===== src/design/wildcard_byte_pattern_scanner_top_assert.svh =====
`ifndef WILDCARD_BYTE_PATTERN_SCANNER_TOP_ASSERT_SVH
`define WILDCARD_BYTE_PATTERN_SCANNER_TOP_ASSERT_SVH

// Same-cycle implication, checked on every rising edge outside reset.
`define WBPS_ASSERT_NOW(lbl, ante, cons, msg) \
  lbl: assert property (@(posedge clk) disable iff (!rst_n) (ante) |-> (cons)) else $error(msg);

// Next-cycle implication, checked on every rising edge outside reset.
`define WBPS_ASSERT_NEXT(lbl, ante, cons, msg) \
  lbl: assert property (@(posedge clk) disable iff (!rst_n) (ante) |=> (cons)) else $error(msg);

`endif


===== src/design/wbps_pkg.sv =====
package wbps_pkg;

  // Window and pattern geometry.
  localparam int MAX_PATTERN_BYTES = 16;
  localparam int REG_BYTES         = 16;
  localparam int NUM_CELLS         = MAX_PATTERN_BYTES;
  localparam int LEN_CAP_INT       = (MAX_PATTERN_BYTES < REG_BYTES) ? MAX_PATTERN_BYTES
                                                                     : REG_BYTES;
  localparam int LEN_W             = 5;
  localparam int PIDX_W            = 4;
  localparam int OFFSET_WIDTH      = 32;
  localparam int CNT_W             = 32;
  localparam int ADDR_W            = 64;
  localparam int CFG_IDX_W         = 3;
  localparam int CFG_DATA_W        = 64;

  // Result queue geometry.
  localparam int FIFO_DEPTH = 4;
  localparam int FIFO_PTR_W = 2;
  localparam int FIFO_CNT_W = 3;

  // Configuration register indexes.
  typedef enum logic [CFG_IDX_W-1:0] {
    CFG_BASE_ADDR    = 3'd0,
    CFG_PATTERN_LOW  = 3'd1,
    CFG_PATTERN_HIGH = 3'd2,
    CFG_WILDCARD     = 3'd3,
    CFG_PATTERN_LEN  = 3'd4,
    CFG_FIRST_ONLY   = 3'd5
  } cfg_idx_t;

  // Control shared by every window cell.
  typedef struct packed {
    logic shift;
    logic clear;
  } cell_ctl_t;

  // Pattern position that a cell compares against.
  typedef struct packed {
    logic       in_use;
    logic       wild;
    logic [7:0] pat_byte;
  } cell_pat_t;

  // One result item.
  typedef struct packed {
    logic [CNT_W-1:0]  match_total;
    logic              found_any;
    logic              end_of_scan;
    logic [ADDR_W-1:0] match_address;
  } result_t;

endpackage


===== src/design/wbps_cell.sv =====
module wbps_cell (
  input  logic                clk,
  input  logic                rst_n,
  input  wbps_pkg::cell_ctl_t ctl,
  input  wbps_pkg::cell_pat_t pat,
  input  logic [7:0]          byte_in,
  output logic [7:0]          byte_out,
  output logic                hit
);
  import wbps_pkg::*;

  logic [7:0] byte_r;

  // Window byte: takes byte_in on each transfer, cleared at scan end.
  always_ff @(posedge clk) begin
    if (!rst_n) begin
      byte_r <= 8'd0;
    end else if (ctl.clear) begin
      byte_r <= 8'd0;
    end else if (ctl.shift) begin
      byte_r <= byte_in;
    end
  end

  assign byte_out = byte_r;

  // The compare sees the byte that this cell takes in the current transfer.
  assign hit = !pat.in_use || pat.wild || (byte_in == pat.pat_byte);

endmodule


===== src/design/wbps_out_fifo.sv =====
module wbps_out_fifo (
  input  logic                              clk,
  input  logic                              rst_n,
  input  logic [1:0]                        push_cnt,
  input  wbps_pkg::result_t                 ent_a,
  input  wbps_pkg::result_t                 ent_b,
  input  logic                              pop,
  output wbps_pkg::result_t                 head,
  output logic                              head_valid,
  output logic [wbps_pkg::FIFO_CNT_W-1:0]   count
);
  import wbps_pkg::*;

  result_t                 slot_r [FIFO_DEPTH];
  logic [FIFO_PTR_W-1:0]   wr_ptr_r, wr_ptr_nxt;
  logic [FIFO_PTR_W-1:0]   rd_ptr_r, rd_ptr_nxt;
  logic [FIFO_CNT_W-1:0]   count_r, count_nxt;
  logic [FIFO_PTR_W-1:0]   wr_ptr_b;

  assign wr_ptr_b = wr_ptr_r + FIFO_PTR_W'(1);

  // Up to two entries go in per cycle, at consecutive slots.
  always_ff @(posedge clk) begin
    if (push_cnt != 2'd0) begin
      slot_r[wr_ptr_r] <= ent_a;
    end
    if (push_cnt == 2'd2) begin
      slot_r[wr_ptr_b] <= ent_b;
    end
  end

  // Pointer and fill level bookkeeping.
  always_comb begin
    wr_ptr_nxt = wr_ptr_r + FIFO_PTR_W'(push_cnt);
    rd_ptr_nxt = rd_ptr_r + FIFO_PTR_W'(pop);
    count_nxt  = count_r + FIFO_CNT_W'(push_cnt) - FIFO_CNT_W'(pop);
  end

  always_ff @(posedge clk) begin
    if (!rst_n) begin
      wr_ptr_r <= '0;
      rd_ptr_r <= '0;
      count_r  <= '0;
    end else begin
      wr_ptr_r <= wr_ptr_nxt;
      rd_ptr_r <= rd_ptr_nxt;
      count_r  <= count_nxt;
    end
  end

  assign head       = slot_r[rd_ptr_r];
  assign head_valid = (count_r != '0);
  assign count      = count_r;

endmodule


===== src/design/wildcard_byte_pattern_scanner_top.sv =====
// Results: the results of a byte are written into the result queue at its transfer and are
// presented on out_ from the queue head, behind any results still waiting there.
// Throughput: one byte per cycle, limited by the result queue draining one result per cycle;
// in_tready drops while the four-entry queue holds more than two results.
// Reset (rst_n low, synchronous): registers return to defaults (pattern_length 1, rest 0),
// the window and scan counters clear, and the result queue empties.
module wildcard_byte_pattern_scanner_top (
  input  logic                                clk,
  input  logic                                rst_n,
  // Configuration write port.
  input  logic                                cfg_we,
  input  logic [wbps_pkg::CFG_IDX_W-1:0]      cfg_index,
  input  logic [wbps_pkg::CFG_DATA_W-1:0]     cfg_wdata,
  // Input byte stream.
  input  logic                                in_tvalid,
  output logic                                in_tready,
  input  logic [7:0]                          in_tdata,   // [7:0] data_byte
  input  logic                                in_tlast,   // last_byte
  // Result stream.
  output logic                                out_tvalid,
  input  logic                                out_tready,
  output logic [95:0]                         out_tdata,  // [63:0] match_address,
                                                          // [95:64] match_total
  output logic                                out_tuser,  // found_any
  output logic                                out_tlast   // end_of_scan
);
  import wbps_pkg::*;

  // Configuration registers.
  logic [ADDR_W-1:0] base_addr_r;
  logic [63:0]       pat_low_r;
  logic [63:0]       pat_high_r;
  logic [15:0]       wild_mask_r;
  logic [LEN_W-1:0]  pat_len_r;
  logic              first_only_r;

  // Scan state.
  logic [CNT_W-1:0]  seen_r, seen_nxt;
  logic [CNT_W-1:0]  matches_r, matches_nxt;
  logic [ADDR_W-1:0] recorded_r, recorded_nxt;
  logic              stopped_r, stopped_nxt;

  logic                    accept;
  logic [LEN_W-1:0]        len_used;
  logic [REG_BYTES-1:0][7:0] pat_bytes;
  logic [7:0]              cell_byte [NUM_CELLS];
  logic [NUM_CELLS-1:0]    cell_hit;
  cell_ctl_t               cell_ctl;
  logic                    matched;
  logic [OFFSET_WIDTH-1:0] offset;
  logic [ADDR_W-1:0]       match_addr;
  logic [1:0]              push_cnt;
  result_t                 report, marker, ent_a, head;
  logic                    head_valid;
  logic [FIFO_CNT_W-1:0]   fifo_count;

  assign accept    = in_tvalid && in_tready;
  assign in_tready = (fifo_count <= FIFO_CNT_W'(FIFO_DEPTH - 2));

  // Register writes; indexes beyond the list are ignored.
  always_ff @(posedge clk) begin
    if (!rst_n) begin
      base_addr_r  <= '0;
      pat_low_r    <= '0;
      pat_high_r   <= '0;
      wild_mask_r  <= '0;
      pat_len_r    <= LEN_W'(1);
      first_only_r <= 1'b0;
    end else if (cfg_we) begin
      case (cfg_idx_t'(cfg_index))
        CFG_BASE_ADDR:    base_addr_r  <= cfg_wdata[ADDR_W-1:0];
        CFG_PATTERN_LOW:  pat_low_r    <= cfg_wdata[63:0];
        CFG_PATTERN_HIGH: pat_high_r   <= cfg_wdata[63:0];
        CFG_WILDCARD:     wild_mask_r  <= cfg_wdata[15:0];
        CFG_PATTERN_LEN:  pat_len_r    <= cfg_wdata[LEN_W-1:0];
        CFG_FIRST_ONLY:   first_only_r <= cfg_wdata[0];
        default: ;
      endcase
    end
  end

  // Length in use: zero acts as one, large values clip to the window size.
  always_comb begin
    if (pat_len_r == '0) begin
      len_used = LEN_W'(1);
    end else if (pat_len_r > LEN_W'(LEN_CAP_INT)) begin
      len_used = LEN_W'(LEN_CAP_INT);
    end else begin
      len_used = pat_len_r;
    end
  end

  assign pat_bytes = {pat_high_r, pat_low_r};

  assign cell_ctl.shift = accept;
  assign cell_ctl.clear = accept && in_tlast;

  // Shift window: cell 0 holds the newest byte, each cell compares against
  // pattern position len_used - 1 - i.
  for (genvar i = 0; i < NUM_CELLS; i++) begin : g_cell
    logic [LEN_W-1:0] pidx;
    cell_pat_t        pat;
    logic [7:0]       byte_in;

    assign pidx         = len_used - LEN_W'(i) - LEN_W'(1);
    assign pat.in_use   = (LEN_W'(i) < len_used);
    assign pat.wild     = wild_mask_r[pidx[PIDX_W-1:0]];
    assign pat.pat_byte = pat_bytes[pidx[PIDX_W-1:0]];

    if (i == 0) begin : g_head
      assign byte_in = in_tdata;
    end else begin : g_link
      assign byte_in = cell_byte[i-1];
    end

    wbps_cell u_cell (
      .clk      (clk),
      .rst_n    (rst_n),
      .ctl      (cell_ctl),
      .pat      (pat),
      .byte_in  (byte_in),
      .byte_out (cell_byte[i]),
      .hit      (cell_hit[i])
    );
  end

  // Match decision and scan state update for the byte in transfer.
  always_comb begin
    seen_nxt     = (seen_r == '1) ? seen_r : seen_r + CNT_W'(1);
    matched      = (seen_nxt >= CNT_W'(len_used)) && !stopped_r && (&cell_hit);
    offset       = OFFSET_WIDTH'(seen_nxt - CNT_W'(len_used));
    match_addr   = base_addr_r + ADDR_W'(offset);
    matches_nxt  = matches_r;
    recorded_nxt = recorded_r;
    stopped_nxt  = stopped_r;
    if (matched) begin
      if (matches_r != '1) begin
        matches_nxt = matches_r + CNT_W'(1);
      end
      recorded_nxt = match_addr;
      stopped_nxt  = first_only_r;
    end

    report.match_address = match_addr;
    report.end_of_scan   = 1'b0;
    report.found_any     = 1'b1;
    report.match_total   = matches_nxt;

    marker.end_of_scan   = 1'b1;
    marker.found_any     = (matches_nxt != '0);
    marker.match_address = (matches_nxt != '0) ? recorded_nxt : '0;
    marker.match_total   = matches_nxt;

    ent_a    = matched ? report : marker;
    push_cnt = accept ? (2'(matched) + 2'(in_tlast)) : 2'd0;
  end

  always_ff @(posedge clk) begin
    if (!rst_n) begin
      seen_r     <= '0;
      matches_r  <= '0;
      recorded_r <= '0;
      stopped_r  <= 1'b0;
    end else if (accept) begin
      if (in_tlast) begin
        seen_r     <= '0;
        matches_r  <= '0;
        recorded_r <= '0;
        stopped_r  <= 1'b0;
      end else begin
        seen_r     <= seen_nxt;
        matches_r  <= matches_nxt;
        recorded_r <= recorded_nxt;
        stopped_r  <= stopped_nxt;
      end
    end
  end

  // Result queue between the compare and the output side.
  wbps_out_fifo u_out_fifo (
    .clk        (clk),
    .rst_n      (rst_n),
    .push_cnt   (push_cnt),
    .ent_a      (ent_a),
    .ent_b      (marker),
    .pop        (out_tvalid && out_tready),
    .head       (head),
    .head_valid (head_valid),
    .count      (fifo_count)
  );

  assign out_tvalid = head_valid;
  assign out_tdata  = {head.match_total, head.match_address};
  assign out_tuser  = head.found_any;
  assign out_tlast  = head.end_of_scan;

  // Checks on queue occupancy and scan bookkeeping.
  `include "wildcard_byte_pattern_scanner_top_assert.svh"

  `WBPS_ASSERT_NOW(a_fifo_bound, 1'b1, fifo_count <= FIFO_CNT_W'(FIFO_DEPTH), "result queue overflow")
  `WBPS_ASSERT_NOW(a_stop_has_match, stopped_r, matches_r != '0, "stopped without a match")
  `WBPS_ASSERT_NEXT(a_scan_cleared, accept && in_tlast, seen_r == '0 && matches_r == '0, "scan not cleared")

endmodule


===== config.mk =====
export PLATFORM = sky130hd
export DESIGN_NAME = wildcard_byte_pattern_scanner_top
export DESIGN_NICKNAME = d
export VERILOG_FILES = /design/src/design/wbps_pkg.sv /design/src/design/wbps_cell.sv /design/src/design/wbps_out_fifo.sv /design/src/design/wildcard_byte_pattern_scanner_top.sv
export VERILOG_INCLUDE_DIRS = /design/src /design/src/design
export SDC_FILE = /design/constraint.sdc
export NUM_CORES = 2
export LEC_CHECK = 0
export ABC_AREA = 1
export BUFFER_PORTS_ARGS = -buffer_cell sky130_fd_sc_hd__buf_2
export CORE_MARGIN = 5
export CORE_UTILIZATION = 45
export DETAILED_ROUTE_END_ITERATION = 10
export GPL_ROUTABILITY_DRIVEN = 1
export RECOVER_POWER = 50
export SYNTH_ARGS = -nofsm -noshare
export SYNTH_HDL_FRONTEND = slang
export SYNTH_SLANG_ARGS = --single-unit

===== constraint.sdc =====
create_clock -name clk -period 13.3 [get_ports clk]
set_input_delay 3.325 -clock clk [delete_from_list [all_inputs] [get_ports clk]]
set_output_delay 3.325 -clock clk [all_outputs]
set_load 0.03 [all_outputs]

==> summary.md <==
| Metric | Value |
|---|---|
| Total Neg Setup Slack | `0 ps` |
| Top achievable clock speed | `0.0843 GHz` |
| Worst Max-Slew Pin Slew | `3720 ps` |
| Chain of cells forming the critical path | `buf_2 -> nand2_1 -> buf_4 -> clkbuf_1 -> clkbuf_1 -> clkinvlp_2 -> buf_4 -> nand2_1 -> a21oi_1` |
| Largest vdd supply drop | `107 uV` |
| Starting Density | `0.452` |
| Instance count of the mapped netlist | `7512` |
| Total count of max-transition violations in the final report | `827` |
| Crit. Startpoint | `in_tvalid` |
| Crit start category | `primary input` |
| Global-route congestion overflow total | `0` |
| Final hold violation count | `0` |
| Number of nets in the finished design | `7544` |
| Mean instance size in the synthesized netlist | `6.86 um^2` |
| Die width | `349 um` |
| Length of the first detailed-routing pass in iterations | `7` |
| Slew margin rel. | `-1.48` |
| Number of synthesis warnings | `0` |
| Global-route total usage across every layer | `0.326` |
| Number of clock buffers inserted by TritonCTS | `96` |
| Global-route wire length before repair | `304 mm` |
| Worst flop-to-flop path endpoint | `u_out_fifo.slot_r[1][32]$_DFFE_PP_` |
| Total Wirelength | `207 mm` |
| Clock buffer depth | `3` |
| Category of the most critical setup path | `in -> reg` |
| Number of gates resized after cts | `0` |
| Skew-Pair Late Insertion Delay | `720 ps` |
| Avg WL per Cell | `23.0 um` |
| Synth cell types | `49` |
| Most common cell after layout, fill and taps aside | `nand2_1` |
| Number of max-capacitance violations reported | `15` |
| Share of synthesized flip-flops with an asynchronous set or reset | `0` |
| Routability Congestion | `1.03` |
| Clock Sink Count | `862` |
| Die H | `349 um` |
| Cell depth of the worst flop-to-flop path | `27` |
| Most used cells in the layout excluding fill and tap cells | `nand2_1 (2145), nand3_1 (1008), nor2_1 (699), a21oi_1 (683), o21ai_0 (508)` |
| Setup Fix Bufs, Post-CTS | `0` |
| Netlist area before placement | `51600 um^2` |
| CTS H-tree lvls | `3` |
| Stage delay of the slowest cell on the critical path | `2090 ps` |
| Area Overhead vs Synth | `8.81%` |
| Cts-stage hold buffer count | `0` |
| Count of nets left with antenna violations after detail routing | `0` |
| Largest net degree at the start of global routing | `115` |
| CP Max Fanout | `93` |
| Cell Pwr Density | `144 nW/um^2` |
| Share of post-route cells with drive strength above 1 | `0.0572` |
| Data required time of the worst path | `13850 ps` |
| Worst reg2reg setup slack | `1580 ps` |
| Reg-to-Reg Start | `pat_len_r[4]$_SDFFE_PN0P_` |
| TritonCTS clock tree | `yes` |
| Hold/Removal Path Class | `reg -> reg` |
| Half-perimeter wire length of the detailed placement result | `145 mm` |
| Io pins | `181` |
| Port bufs | `180` |
| Critical path endpoint category | `flip-flop` |
| Initial antenna violation count | `19` |
| Number of design rule violations left after detail routing | `0` |
| Post-route worst hold slack | `460 ps` |
| Number of flops mapped to enable cells by yosys | `388` |
| Slowest library cell on the worst path | `clkbuf_1` |
| Clock period minus final worst setup slack | `11860 ps` |
| Lkg Pwr | `21.1 nW` |
| Cell Rows | `124` |
| DR vias/cell | `5.84` |
| Number of failing setup endpoints in the final timing report | `0` |
| Layout Skew | `43.2 ps` |
| Clock Pin Slew Worst Setup and Hold Paths | `60 ps` |
| Syn Nets | `7650` |
| Part of the Yosys area used for sequential elements | `0.410` |
| Top flip-flop cell by instance count after synthesis | `dfxtp_1` |
| Cell at the root of the clock tree | `clkbuf_16` |
| Seq cells post-synth | `862` |
| Result of the run | `finished, violations left` |
| Number of global-route vias before repair | `46862` |
| Via count of the routed design | `52581` |
| Share of the clock period used by the worst path after layout | `0.891` |
| Worst setup path endpoint | `g_cell[13].u_cell.byte_out[2]$_SDFFE_PP0P_` |
| Area of the die | `121000 um^2` |
| RSZ-0062 raised after global routing | `false` |
| Violations in the final reports | `capacitance limit, slew limit` |
| Initial DRC Count | `6461` |
| Core box area | `114000 um^2` |
| Signal arrival time at the worst endpoint | `12400 ps` |
[final cells by class]
type,instances,area [um^2]
Clock inverter,44,574
Inverter,511,1930
Antenna cell,9,22.5
Clock buffer,128,2610
Fill cell,11555,57900
Sequential cell,862,21100
Tap cell,1512,1890
Timing Repair Buffer,248,1240
Multi-Input combinational cell,5687,26700
[registers in the layout, indices dropped and copies added, names as in the netlist]
| name | count |
|---|---|
| recorded_r | 64 |
| matches_r | 32 |
| stopped_r | 1 |
| g_cell.u_cell.byte_out | 120 |
| pat_low_r | 64 |
| first_only_r | 1 |
| u_out_fifo.slot_r | 392 |
| u_out_fifo.wr_ptr_r | 2 |
| wild_mask_r | 16 |
| pat_len_r | 5 |
| base_addr_r | 64 |
| u_out_fifo.count | 3 |
| u_out_fifo.rd_ptr_r | 2 |
| pat_high_r | 64 |
| seen_r | 32 |
[critical path: cells and delay by family]
family	cells	cell delay, ps
AND/OR/NAND/NOR	2	1320
AO/OA/AOI/OAI	1	90
buffers and inverters	6	7520
[Yosys cell counts (14+ instances only)]
cell type / n / area [um^2]
dfxtp_1: 474 / 9490
a21oi_1: 683 / 3420
nor2_1: 701 / 2630
ha_1: 54 / 676
buf_1: 22 / 82.6
buf_2: 74 / 370
o21ai_1: 17 / 85.1
nor3_1: 71 / 355
xnor2_1: 46 / 403
o21ai_2: 54 / 473
inv_1: 492 / 1850
buf_4: 18 / 135
o21ai_0: 509 / 2550
clkbuf_1: 330 / 1240
edfxtp_1: 388 / 11700
xor2_1: 73 / 639
nand3_1: 1007 / 5040
o22ai_1: 106 / 663
nand3b_1: 45 / 338
nand4_1: 39 / 244
nand2_1: 2152 / 8080
nor4_1: 20 / 125
or2_2: 40 / 250
inv_2: 14 / 52.6
[worst min-delay path by stage]
stage / start / endpoint / slack, ps / depth (start not counted)
global placement: u_out_fifo.slot_r[0][64]$_SDFFE_PP1P_ / u_out_fifo.slot_r[0][64]$_SDFFE_PP1P_ / 450 / 2
detailed placement: u_out_fifo.slot_r[1][64]$_SDFFE_PP1P_ / u_out_fifo.slot_r[1][64]$_SDFFE_PP1P_ / 450 / 2
CTS: wild_mask_r[2]$_SDFFE_PN0P_ / wild_mask_r[2]$_SDFFE_PN0P_ / 460 / 2
global route: recorded_r[7]$_SDFFE_PN0P_ / recorded_r[7]$_SDFFE_PN0P_ / 480 / 2
floorplan: u_out_fifo.slot_r[1][64]$_SDFFE_PP1P_ / u_out_fifo.slot_r[1][64]$_SDFFE_PP1P_ / 420 / 2
finish: wild_mask_r[2]$_SDFFE_PN0P_ / wild_mask_r[2]$_SDFFE_PN0P_ / 460 / 2
[stage by stage]
stage                     setup slack (ps)  cells  cell area, um^2  total power, mW  utilization
after floorplan                       4330   7512            51600             4.57            -
after global placement                3020   8820            53100             5.42        0.466
after detailed placement              2930   8820            53100             5.42        0.466
after CTS                             2910   8992            56300             8.14        0.494
after global routing                  1060   8992            56100             8.41        0.492
final                                 1440   9001            56100             8.09        0.492
[kinds of logic (layout without fill, tap and decap cells)]
kind of cell / Yosys count / after routing / synth area share
xor+xnor: 122 / 122 / 0.0216
compound gates: 1404 / 1404 / 0.144
flops: 862 / 862 / 0.410
other cells: 0 / 9 / 0
simple gates: 4102 / 4102 / 0.335
fa+ha+maj: 57 / 57 / 0.0143
mux: 2 / 2 / 0.000388
buf+inv: 963 / 931 / 0.0744
[power by group]
| group | switching [mW] | total [mW] | internal, mW | leakage (nW) |
|---|---|---|---|---|
| clock | 1.19 | 2.73 | 1.54 | 1.54 |
| sequential | 0.0830 | 2.98 | 2.90 | 7.29 |
| combinational | 1.88 | 2.37 | 0.498 | 12.3 |
[routing by layer]
metal  share of wire  GRT usage  vias up
li1                -          -    24840
met1            0.41      0.452    24678
met2            0.43      0.500     2617
met3            0.10     0.0635      434
met4           0.048      0.137       12
met5         0.00033          0        -
No activity file was read; power rests on OpenSTA's default activity.
